===== src/rtl/lcrt_pkg.sv =====
// ----------------------------------------------------------------------------
// lcrt_pkg
// Shared types and constants for the lowest-cost retention table unit.
// ----------------------------------------------------------------------------
package lcrt_pkg;

   // Fixed field widths of the request and response transfers
   localparam int unsigned COST_W       = 32;
   localparam int unsigned TAG_FIELD_W  = 16;
   localparam int unsigned SLOT_FIELD_W = 6;
   localparam int unsigned CNT_FIELD_W  = 7;
   localparam int unsigned REQ_DATA_W   = COST_W + TAG_FIELD_W;
   localparam int unsigned RSP_DATA_W   = 1 + SLOT_FIELD_W + 1 + TAG_FIELD_W + 1 +
                                          TAG_FIELD_W + CNT_FIELD_W;

   // Request kinds carried on tuser
   localparam logic REQ_OFFER = 1'b0;
   localparam logic REQ_CLEAR = 1'b1;

   typedef enum logic [2:0] {
      ST_IDLE,
      ST_EXEC,
      ST_SCAN,
      ST_DRAIN,
      ST_COMMIT
   } lcrt_state_type;

   // Controller to datapath
   typedef struct packed {
      logic capture;    // latch the accepted request
      logic scan_read;  // read the next entry of the scan
      logic commit;     // apply the request and load the response
   } lcrt_cmd_type;

   // Datapath to controller
   typedef struct packed {
      logic clear_req;  // latched request is a clear
      logic full;       // every slot holds an entry
      logic scan_last;  // scan pointer sits on the last slot
      logic out_free;   // response register can take a new result
   } lcrt_stat_type;

endpackage


===== src/rtl/lcrt_ram.sv =====
// ----------------------------------------------------------------------------
// lcrt_ram
// Simple dual-port RAM: one write port, one read port with registered data.
// ----------------------------------------------------------------------------
module lcrt_ram #(
   parameter int unsigned WIDTH = 48,
   parameter int unsigned DEPTH = 32,
   parameter int unsigned AW    = (DEPTH > 1) ? $clog2(DEPTH) : 1
) (
   input  logic             clock,
   input  logic             wr_en,
   input  logic [AW-1:0]    wr_addr,
   input  logic [WIDTH-1:0] wr_data,
   input  logic             rd_en,
   input  logic [AW-1:0]    rd_addr,
   output logic [WIDTH-1:0] rd_data
);

   logic [WIDTH-1:0] mem_ff [DEPTH];
   logic [WIDTH-1:0] rd_data_ff;

   always_ff @(posedge clock) begin
      if (wr_en) begin
         mem_ff[wr_addr] <= wr_data;
      end
      if (rd_en) begin
         rd_data_ff <= mem_ff[rd_addr];
      end
   end

   assign rd_data = rd_data_ff;

endmodule


===== src/rtl/lcrt_ctrl.sv =====
// ----------------------------------------------------------------------------
// lcrt_ctrl
// Sequencer: takes a request, runs the replacement scan when an offer finds
// the table full, then commits the result into the response register.
// ----------------------------------------------------------------------------
module lcrt_ctrl (
   input  logic                   clock,
   input  logic                   reset,
   input  logic                   req_tvalid,
   output logic                   req_tready,
   input  lcrt_pkg::lcrt_stat_type stat,
   output lcrt_pkg::lcrt_cmd_type  cmd
);

   lcrt_pkg::lcrt_state_type state_ff, state_in;

   always_ff @(posedge clock) begin
      if (reset) begin
         state_ff <= lcrt_pkg::ST_IDLE;
      end else begin
         state_ff <= state_in;
      end
   end

   always_comb begin
      state_in      = state_ff;
      req_tready    = 1'b0;
      cmd.capture   = 1'b0;
      cmd.scan_read = 1'b0;
      cmd.commit    = 1'b0;
      case (state_ff)
         lcrt_pkg::ST_IDLE: begin
            req_tready = 1'b1;
            if (req_tvalid) begin
               cmd.capture = 1'b1;
               state_in    = lcrt_pkg::ST_EXEC;
            end
         end
         lcrt_pkg::ST_EXEC: begin
            if (stat.clear_req || !stat.full) begin
               state_in = lcrt_pkg::ST_COMMIT;
            end else begin
               state_in = lcrt_pkg::ST_SCAN;
            end
         end
         lcrt_pkg::ST_SCAN: begin
            cmd.scan_read = 1'b1;
            if (stat.scan_last) begin
               state_in = lcrt_pkg::ST_DRAIN;
            end
         end
         lcrt_pkg::ST_DRAIN: begin
            // last read data is compared in this cycle
            state_in = lcrt_pkg::ST_COMMIT;
         end
         lcrt_pkg::ST_COMMIT: begin
            if (stat.out_free) begin
               cmd.commit = 1'b1;
               state_in   = lcrt_pkg::ST_IDLE;
            end
         end
         default: begin
            state_in = lcrt_pkg::ST_IDLE;
         end
      endcase
   end

endmodule


===== src/rtl/lcrt_dp.sv =====
// ----------------------------------------------------------------------------
// lcrt_dp
// Datapath: entry RAM, count and best-entry registers, worst-entry scan
// tracker and the response register.
// ----------------------------------------------------------------------------
module lcrt_dp #(
   parameter int unsigned CAPACITY = 32,
   parameter int unsigned TAG_BITS = 16
) (
   input  logic                                clock,
   input  logic                                reset,
   input  logic                                req_type,
   input  logic [lcrt_pkg::COST_W-1:0]         req_cost,
   input  logic [lcrt_pkg::TAG_FIELD_W-1:0]    req_tag,
   input  logic                                rsp_tready,
   output logic                                rsp_tvalid,
   output logic [lcrt_pkg::RSP_DATA_W-1:0]     rsp_tdata,
   input  lcrt_pkg::lcrt_cmd_type               cmd,
   output lcrt_pkg::lcrt_stat_type              stat
);

   localparam int unsigned AW    = (CAPACITY > 1) ? $clog2(CAPACITY) : 1;
   localparam int unsigned CNT_W = $clog2(CAPACITY + 1);
   localparam int unsigned TW    = (TAG_BITS < lcrt_pkg::TAG_FIELD_W) ?
                                   TAG_BITS : lcrt_pkg::TAG_FIELD_W;
   localparam int unsigned WORD_W = lcrt_pkg::COST_W + TW;

   // latched request
   logic                        req_type_ff;
   logic [lcrt_pkg::COST_W-1:0] cost_ff;
   logic [TW-1:0]               tag_ff;

   // table state
   logic [CNT_W-1:0]            count_ff, count_in;
   logic                        best_present_ff, best_present_in;
   logic [AW-1:0]               best_idx_ff, best_idx_in;
   logic [lcrt_pkg::COST_W-1:0] best_cost_ff, best_cost_in;
   logic [TW-1:0]               best_tag_ff, best_tag_in;

   // scan
   logic [AW-1:0]               scan_ff;
   logic                        cmp_vld_ff;
   logic [AW-1:0]               cmp_idx_ff;
   logic [lcrt_pkg::COST_W-1:0] max_cost_ff;
   logic [AW-1:0]               max_slot_ff;
   logic [TW-1:0]               max_tag_ff;

   // response
   logic                          rsp_valid_ff;
   logic [lcrt_pkg::RSP_DATA_W-1:0] rsp_data_ff, rsp_data_in;

   // RAM
   logic                        wr_en;
   logic [AW-1:0]               wr_slot;
   logic [WORD_W-1:0]           rd_word;
   logic [lcrt_pkg::COST_W-1:0] rd_cost;
   logic [TW-1:0]               rd_tag;

   logic                        full;
   logic                        out_free;

   lcrt_ram #(
      .WIDTH (WORD_W),
      .DEPTH (CAPACITY),
      .AW    (AW)
   ) u_entries (
      .clock   (clock),
      .wr_en   (wr_en),
      .wr_addr (wr_slot),
      .wr_data ({tag_ff, cost_ff}),
      .rd_en   (cmd.scan_read),
      .rd_addr (scan_ff),
      .rd_data (rd_word)
   );

   assign rd_cost  = rd_word[lcrt_pkg::COST_W-1:0];
   assign rd_tag   = rd_word[WORD_W-1:lcrt_pkg::COST_W];
   assign full     = (count_ff == CNT_W'(CAPACITY));
   assign out_free = !rsp_valid_ff || rsp_tready;

   assign stat.clear_req = (req_type_ff == lcrt_pkg::REQ_CLEAR);
   assign stat.full      = full;
   assign stat.scan_last = (scan_ff == AW'(CAPACITY - 1));
   assign stat.out_free  = out_free;

   always_ff @(posedge clock) begin
      if (cmd.capture) begin
         req_type_ff <= req_type;
         cost_ff     <= req_cost;
         tag_ff      <= req_tag[TW-1:0];
      end
   end

   // scan pointer and running worst entry; the first slot seeds the maximum,
   // later slots replace it only when strictly larger
   always_ff @(posedge clock) begin
      if (reset) begin
         cmp_vld_ff <= 1'b0;
         scan_ff    <= '0;
      end else begin
         cmp_vld_ff <= cmd.scan_read;
         if (cmd.capture) begin
            scan_ff <= '0;
         end else if (cmd.scan_read && !stat.scan_last) begin
            scan_ff <= scan_ff + AW'(1);
         end
      end
   end

   always_ff @(posedge clock) begin
      cmp_idx_ff <= scan_ff;
      if (cmp_vld_ff && (cmp_idx_ff == '0 || rd_cost > max_cost_ff)) begin
         max_cost_ff <= rd_cost;
         max_slot_ff <= cmp_idx_ff;
         max_tag_ff  <= rd_tag;
      end
   end

   always_comb begin
      logic                              store;
      logic                              evict;
      logic                              keep_best;
      logic [lcrt_pkg::TAG_FIELD_W-1:0]  ev_tag_ext;
      logic [lcrt_pkg::TAG_FIELD_W-1:0]  best_tag_ext;
      logic [lcrt_pkg::SLOT_FIELD_W-1:0] slot_ext;
      logic [lcrt_pkg::CNT_FIELD_W-1:0]  count_ext;

      count_in        = count_ff;
      best_present_in = best_present_ff;
      best_idx_in     = best_idx_ff;
      best_cost_in    = best_cost_ff;
      best_tag_in     = best_tag_ff;
      wr_en           = 1'b0;
      store           = 1'b0;
      evict           = 1'b0;
      keep_best       = best_present_ff;
      wr_slot         = full ? max_slot_ff : count_ff[AW-1:0];

      if (cmd.commit) begin
         if (req_type_ff == lcrt_pkg::REQ_CLEAR) begin
            count_in        = '0;
            best_present_in = 1'b0;
            best_idx_in     = '0;
         end else begin
            store = 1'b1;
            if (full) begin
               if (cost_ff > max_cost_ff) begin
                  store = 1'b0;
               end else begin
                  evict = 1'b1;
                  // evicting the best hands best to the newcomer
                  if (best_present_ff && best_idx_ff == max_slot_ff) begin
                     keep_best = 1'b0;
                  end
               end
            end else begin
               count_in = count_ff + CNT_W'(1);
            end
            if (store) begin
               wr_en = 1'b1;
               if (!keep_best || cost_ff < best_cost_ff) begin
                  best_present_in = 1'b1;
                  best_idx_in     = wr_slot;
                  best_cost_in    = cost_ff;
                  best_tag_in     = tag_ff;
               end
            end
         end
      end

      ev_tag_ext   = '0;
      best_tag_ext = '0;
      slot_ext     = '0;
      count_ext    = '0;
      if (evict) begin
         ev_tag_ext[TW-1:0] = max_tag_ff;
      end
      if (best_present_in) begin
         best_tag_ext[TW-1:0] = best_tag_in;
      end
      if (store) begin
         slot_ext[AW-1:0] = wr_slot;
      end
      count_ext[CNT_W-1:0] = count_in;

      rsp_data_in = {count_ext, best_tag_ext, best_present_in, ev_tag_ext, evict,
                     slot_ext, store};
   end

   always_ff @(posedge clock) begin
      if (reset) begin
         count_ff        <= '0;
         best_present_ff <= 1'b0;
         best_idx_ff     <= '0;
         rsp_valid_ff    <= 1'b0;
      end else begin
         count_ff        <= count_in;
         best_present_ff <= best_present_in;
         best_idx_ff     <= best_idx_in;
         if (cmd.commit) begin
            rsp_valid_ff <= 1'b1;
         end else if (rsp_tready) begin
            rsp_valid_ff <= 1'b0;
         end
      end
   end

   always_ff @(posedge clock) begin
      best_cost_ff <= best_cost_in;
      best_tag_ff  <= best_tag_in;
      if (cmd.commit) begin
         rsp_data_ff <= rsp_data_in;
      end
   end

   assign rsp_tvalid = rsp_valid_ff;
   assign rsp_tdata  = rsp_data_ff;

   a_count_bound: assert property (@(posedge clock) disable iff (reset)
      count_ff <= CNT_W'(CAPACITY))
      else $error("entry count above capacity");

   a_commit_free: assert property (@(posedge clock) disable iff (reset)
      cmd.commit |-> out_free)
      else $error("commit overwrote a pending response");

   a_best_needs_entry: assert property (@(posedge clock) disable iff (reset)
      best_present_ff |-> count_ff != '0)
      else $error("best entry marked in an empty table");

   a_commit_shows: assert property (@(posedge clock) disable iff (reset)
      cmd.commit |=> rsp_valid_ff)
      else $error("commit did not raise the response");

endmodule


===== src/rtl/lowest_cost_retention_table_unit.sv =====
// ----------------------------------------------------------------------------
// lowest_cost_retention_table_unit
// Keeps the CAPACITY lowest-cost candidates and reports every change.
// ----------------------------------------------------------------------------
// Each request yields exactly one response. A clear, or an offer while the
// table has free slots, goes from EXEC straight to COMMIT. An offer to a full
// table also runs the worst-entry scan: the entry RAM has a single read port,
// so the scan reads one slot per cycle, then DRAIN and COMMIT follow. The
// response register lets the next request enter while a result still waits.
// Tags keep their low TAG_BITS bits (at most 16).
module lowest_cost_retention_table_unit #(
   parameter int unsigned CAPACITY = 32,
   parameter int unsigned TAG_BITS = 16
) (
   input  logic                                clock,
   input  logic                                reset,
   input  logic                                req_tvalid,
   output logic                                req_tready,
   // [31:0] cost, [47:32] solution_tag
   input  logic [lcrt_pkg::REQ_DATA_W-1:0]     req_tdata,
   // [0] req_type
   input  logic                                req_tuser,
   output logic                                rsp_tvalid,
   input  logic                                rsp_tready,
   // [0] accepted, [6:1] slot, [7] evicted_valid, [23:8] evicted_tag,
   // [24] best_valid, [40:25] best_tag, [47:41] stored_count
   output logic [lcrt_pkg::RSP_DATA_W-1:0]     rsp_tdata
);

   lcrt_pkg::lcrt_cmd_type  cmd;
   lcrt_pkg::lcrt_stat_type stat;

   lcrt_ctrl u_ctrl (
      .clock      (clock),
      .reset      (reset),
      .req_tvalid (req_tvalid),
      .req_tready (req_tready),
      .stat       (stat),
      .cmd        (cmd)
   );

   lcrt_dp #(
      .CAPACITY (CAPACITY),
      .TAG_BITS (TAG_BITS)
   ) u_dp (
      .clock      (clock),
      .reset      (reset),
      .req_type   (req_tuser),
      .req_cost   (req_tdata[lcrt_pkg::COST_W-1:0]),
      .req_tag    (req_tdata[lcrt_pkg::REQ_DATA_W-1:lcrt_pkg::COST_W]),
      .rsp_tready (rsp_tready),
      .rsp_tvalid (rsp_tvalid),
      .rsp_tdata  (rsp_tdata),
      .cmd        (cmd),
      .stat       (stat)
   );

endmodule

===== config.mk =====
export PLATFORM = sky130hd
export DESIGN_NAME = lowest_cost_retention_table_unit
export DESIGN_NICKNAME = d
export VERILOG_FILES = /design/src/rtl/lcrt_pkg.sv /design/src/rtl/lcrt_ram.sv /design/src/rtl/lcrt_ctrl.sv /design/src/rtl/lcrt_dp.sv /design/src/rtl/lowest_cost_retention_table_unit.sv
export SDC_FILE = /design/constraint.sdc
export NUM_CORES = 2
export LEC_CHECK = 0
export BUFFER_PORTS_ARGS = -buffer_cell sky130_fd_sc_hd__buf_4
export CAP_MARGIN = 0
export CORE_ASPECT_RATIO = 1.25
export CORE_MARGIN = 3
export CORE_UTILIZATION = 30
export CTS_CLUSTER_DIAMETER = 50
export DETAILED_ROUTE_END_ITERATION = 7
export GPL_TIMING_DRIVEN = 0
export PLACE_DENSITY_LB_ADDON = 0.12
export SETUP_SLACK_MARGIN = 0.02
export SLEW_MARGIN = 20
export SYNTH_ARGS = -nofsm -noshare
export SYNTH_HDL_FRONTEND = slang
export SYNTH_SLANG_ARGS = --single-unit

===== constraint.sdc =====
create_clock -name clock -period 7.5 [get_ports clock]
set_input_delay 1.125 -clock clock [delete_from_list [all_inputs] [get_ports clock]]
set_output_delay 1.125 -clock clock [all_outputs]
set_load 0.02 [all_outputs]

==> Word level (Yosys, flattened, before mapping) <==
Memories as Yosys holds them, arrays and structs flattened. A register that Yosys moved wholly into a read port is not among the register bits.
Index checks and enable logic that the tools add are counted.
{ "word_totals": {"regBits": 223, "mem_bits_rw": 1536, "output_inout_bits": 50, "wordCells": 104, "memories": 1} }
{ "memory_table": {"columns": ["name", "depth", "word_bits", "rd", "rd_clocked_by_memory_dff", "wr", "line_no", "text"], "rows": [
  ["u_dp.u_entries.mem_ff", 32, 48, 1, 1, 1, "lcrt_ram.sv:19", "logic [WIDTH-1:0] mem_ff [DEPTH];"]
]} }
{ "op_classes": {"add_sub_neg": 2, "magnitude_cmp": 3, "eq_ne": 10, "muxes": 47, "n_bitwise": 1, "reduce_logical": 20} }
{ "ops": {"columns": ["operator", "count"], "rows": [
  ["$gt A32 B32 Y1", 2],
  ["$mux W16", 4],
  ["$lt A32 B32 Y1", 1],
  ["$mux W1", 31],
  ["$mux W5", 4],
  ["$mux W6", 3],
  ["$pmux W3 S5", 1],
  ["$mux W3", 4],
  ["$add A6 B1 Y6 const B", 1],
  ["$eq A3 B2 Y1 const B", 2],
  ["$eq A6 B6 Y1 const B", 1],
  ["$reduce_and A3 Y1", 2],
  ["$reduce_bool A2 Y1", 3],
  ["$add A5 B1 Y5 const B", 1],
  ["$eq A5 B5 Y1", 1],
  ["$eq A5 B5 Y1 const B", 1],
  ["$logic_not A5 Y1", 1],
  ["$logic_not A1 Y1", 4],
  ["$logic_or A1 B1 Y1", 4],
  ["$ne A2 B1 Y1 const B", 2],
  ["$reduce_and A4 Y1", 1],
  ["$eq A3 B1 Y1 const B", 1],
  ["$eq A3 B3 Y1 const B", 1],
  ["$logic_and A1 B1 Y1", 3],
  ["other kinds (4)", 4]
]} }

==> Longest topological paths before layout <==
{ "depth": {"depth_word": 13, "mapped_depth": 14} }

==> By module <==
Synthesis repeated with hierarchy kept, for this count alone.
{ "unflattened": {"cells_unflattened": 4132, "area_unflattened_um2": 71417.2} }
{ "modules_own_cells": {"columns": ["module", "n_inst", "cells_each", "area_each_um2", "seq_area_each_um2"], "rows": [
  ["lcrt_ram", 1, 3364, 61205.0, 47565.6],
  ["lcrt_dp", 1, 751, 10050.9, 6206.0],
  ["lcrt_ctrl", 1, 17, 161.4, 60.1]
]} }

==> Worst setup path before layout <==
OpenSTA, ideal clock, no wires.
{ "synth_path": {"kind": "register -> register", "start": "reg u_dp.cost_ff[14] (netlist bit)", "end": "mem u_dp.u_entries.mem_ff[1][0], enable pin", "arrival_time_ns": 4.935, "required_time_ns": 7.046, "slack_ns": 2.112, "path_stages_with_launch": 13, "period_less_slack_ns": 5.388, "cell_sequence": "edfxtp_1 > ha_1 > nand4_2 > or4_4 > nor3_2 > a211o_2 > nand2_2 > or3_1 > buf_2 > inv_2 > buf_6 > o21ai_2 > nor2_1"} }
{ "synth_via": {"elab_chain_len": 10} }
{ "synth_lines": {"columns": ["item", "line_no", "text"], "rows": [
  ["start: declaration", "lcrt_dp.sv:30", "logic [lcrt_pkg::COST_W-1:0] cost_ff;"],
  ["start signal: assignment", "lcrt_dp.sv:89", "cost_ff <= req_cost;"],
  ["$gt A32 B32 Y1", "lcrt_dp.sv:147", "if (cost_ff > max_cost_ff) begin"],
  ["$mux W1", "lcrt_dp.sv:147", null],
  ["$mux W1", "lcrt_dp.sv:146", "if (full) begin"],
  ["$mux W1", "lcrt_dp.sv:140", "if (req_type_ff == lcrt_pkg::REQ_CLEAR) begin"],
  ["$mux W1", "lcrt_dp.sv:139", "if (cmd.commit) begin"],
  ["$mux W1", "lcrt_dp.sv:159", "if (store) begin"],
  ["$mux W1", "lcrt_dp.sv:140", null],
  ["$mux W1", "lcrt_dp.sv:139", null],
  ["$mux W1", "lcrt_ram.sv:23", "if (wr_en) begin"],
  ["$mux W1 (implied by the code)", "lcrt_ram.sv:24", "mem_ff[wr_addr] <= wr_data;"],
  ["end: declaration", "lcrt_ram.sv:19", null]
]} }
No other way between the ends. The select of a mux whose other input is x is not followed.

==> Worst setup path after layout <==
{ "layout_path": {"start": "reg u_dp.cost_ff[27] (netlist bit)", "end": "mem u_dp.u_entries.mem_ff[19][24], enable pin"} }
Same word-level chain as after synthesis.

==> metrics.cfg <==
[sta]
hold_viol_final = 0
finalMaxSlewViolations = 0
fin_skew_ns = 0.0277
setup_violations = 0
maxSlewHeadroom = 0.228
fmax_mhz = 174
period_share = 0.766
worst_pin_slew_ns = 1.16
rsz0062_at_grt = false
whs_ns = 0.351
min_period_ns = 5.74

[detailed_routing]
drc_errors = 0
wl_um = 204000
vias = 32800
drt_iter0_markers = 2888
dr.pass1.iters = 5
via_per_inst = 4.85
wl_per_cell_um = 30.0
drtAntennaViolNets = 0

[critical_path]
worst_r2r_path_depth = 13
rr_startpoint = u_dp.cost_ff[27]
r2r_slack_ns = 1.76
worst_path_max_delay_cell = edfxtp_1
arrival_ns = 6.26
path_class = flop to flop
start_kind = flop
critical_path_buf_inv_count = 4
cpLargestDelayFamily = simple AND/OR/NAND/NOR gates
required_ns = 8.02
r2r-end = u_dp.u_entries.mem_ff[19][24]
cp_max_fo = 35
cp_cell_sequence = ha_1 > a21oi_1 > o21ai_0 > a221oi_1 > a211o_2 > nand2_2 > or3_1 > buf_2 > inv_2 > nand2_1 > nor2_4 > buf_16 > buf_12
cpPeakStageDelay_ns = 1.04
cp-end-kind = flop

[placement]
gp_congestion = 0.766
dp_hpwl_um = 138000
numPortBuffers = 99
dp.cells = 6366

[synth]
synth_area_leaders = edfxtp_1 76%, mux4_2 16%, ha_1 1.8%
synthArstFlopShare = 0
synth_top_cell_area_share = 0.762
netlist_area_um2 = 69500
seq_area_frac_synth = 0.774
synth_cell_type_count = 58
yosys_warnings = 0
synth-main-ff-cell = edfxtp_1
ys_ff_latch = 1807
synth_cells = 3050
avgSynthCellArea_um2 = 22.8
synth_edf_count = 1764
yosys.area.top_type = edfxtp_1

[global_routing]
track_usage = 0.172
overflow = 0
grt_pass1_vias = 34700
antenna_found_initial = 8
grt_first_pass_wirelength_um = 284000
grt_max_degree = 39

[clocking]
cts.htree.levels = 4
post_cts_buffers = 0
clock-sinks = 1807
clk_pin_slew_ns = 0.06
cts_buffer_depth = 3
ctsHoldBuffers = 0
root_buffer = clkbuf_16
cts_repair_resize_count = 0
clock_latency_ns = 0.84
cts_tree = done
cts_buffers = 205

[floorplan]
fp.dieW_um = 437
die_h_um = 544
core-area_um2 = 229000
initial_utilization = 0.303
rows = 196
io_pins = 103
dieArea_um2 = 238000

[final_layout]
layout-drive-gt1-share = 0.331
synthToLayoutAreaGrowth_pct = 22.0
layout_commonest_cell = edfxtp_1
fin_cells = 6775
mostFrequentLayoutCells = 1,764 x edfxtp_1, 480 x mux4_2, 210 x clkbuf_16, 102 x buf_4, 101 x clkbuf_1
final_nets = 3679

[job]
drv_cap = 0

[power]
vdd_drop_max_uv = 195
p_leak_nw = 26.5
pwr-share-comb = 0.017
internal-power_mw = 17.1
sequentialPowerShare = 0.520
sw_frac_of_total = 0.209
p_sw_mw = 4.51
powerDensity_nw_per_um2 = 255
clockPowerShare = 0.463

[worst_hold_path]
hold_path_depth = 0
hold_class = flop to flop
min_to = u_dp.cmp_idx_ff[3]
min-delay-start = u_dp.scan_ff[3]

[status]
outcome = complete, no violations

-- how the worst max path moves through the flow --
stage / startpoint / end / slack (ns) / cells past startpoint
2_1_floorplan: u_dp.cost_ff[14] / u_dp.u_entries.mem_ff[1][0] / 2.11 / 12
3_3_place_gp: u_dp.cost_ff[25] / u_dp.u_entries.mem_ff[20][18] / -3.26 / 12
3_5_place_dp: u_dp.cost_ff[25] / u_dp.u_entries.mem_ff[15][19] / 1.66 / 13
4_1_cts: u_dp.cost_ff[25] / u_dp.u_entries.mem_ff[15][23] / 1.62 / 13
5_1_grt: u_dp.cost_ff[27] / u_dp.u_entries.mem_ff[19][20] / 1.53 / 13
6_report: u_dp.cost_ff[27] / u_dp.u_entries.mem_ff[19][24] / 1.76 / 13
-- per-stage QoR --
step	TNS, ns	instance area (um^2)	setup slack (ns)	utilization	power (mW)
floorplan	0	69500	2.11	-	11.6
global placement	-4385.50	74100	-3.26	0.323	11.8
detailed placement	0	77700	1.66	0.339	11.8
CTS	0	84400	1.62	0.368	21.9
global route	0	84800	1.53	0.370	22.4
finish	0	84800	1.76	0.370	21.6
-- cell type report --
type	count	area [um^2]
clock buffers	259	5520
plain buffers	135	611
inverters	76	289
well taps	3069	3840
flip-flops and latches	1807	53800
fillers	20800	144000
diodes	1	2.50
clock inverters	126	1230
multi-input cells	1033	15200
repair buffers	269	4330
-- state kept, by name, indices dropped and copies added (netlist names), 16 cells and up --
signal / count
u_dp.tag_ff: 16
u_dp.rsp_tdata: 46
u_dp.u_entries.mem_ff: 1536
u_dp.best_cost_ff: 32
u_dp.u_entries.rd_data: 48
u_dp.max_cost_ff: 32
u_dp.best_tag_ff: 16
u_dp.cost_ff: 32
u_dp.max_tag_ff: 16
-- power groups by stage --
stage          clock (mW)  combinational (mW)  sequential, mW
2_1_floorplan           0               0.103            11.5
3_3_place_gp            0               0.205            11.6
5_1_grt              10.7               0.394            11.3
3_5_place_dp            0               0.300            11.5
4_1_cts              10.3               0.302            11.3
6_report             10.0               0.357            11.2
-- synthesized netlist by cell type (all sizes together) (3+ instances only) --
cell type / instances
xor2: 4
nand2: 45
mux2: 48
o21ai: 46
nor2: 61
o211ai: 6
and3: 4
a21o: 17
inv: 75
edfxtp: 1764
nor3: 12
mux4: 480
and2: 18
or4: 4
a21oi: 57
nand3b: 3
nand3: 34
ha: 99
nor2b: 10
mux2i: 6
nor3b: 10
xnor2: 4
buf: 35
a211o: 4
nor4: 8
clkbuf: 100
or3: 3
nand2b: 5
dfxtp: 43
a31oi: 3
nand4: 24
-- kinds of logic after synthesis --
kind of cell | Yosys count | synth area share
multiplexers | 534 | 0.164
adder cells (fa/ha/maj) | 99 | 0.0178
buffers and inverters | 211 | 0.0118
AO/OA/AOI/OAI | 148 | 0.0129
flip-flops | 1807 | 0.774
AND/OR/NAND/NOR | 242 | 0.0179
XOR/XNOR | 8 | 0.00101
other | 1 | 0.0000539
-- per-layer routing --
layer	GRT usage	vias up	part of all wire
met5	0	-	0
met4	0.0497	0	0.027
met3	0.0231	248	0.036
met2	0.306	782	0.53
met1	0.218	17900	0.41
li1	-	13900	-
(Power assumes the default switching activity.)
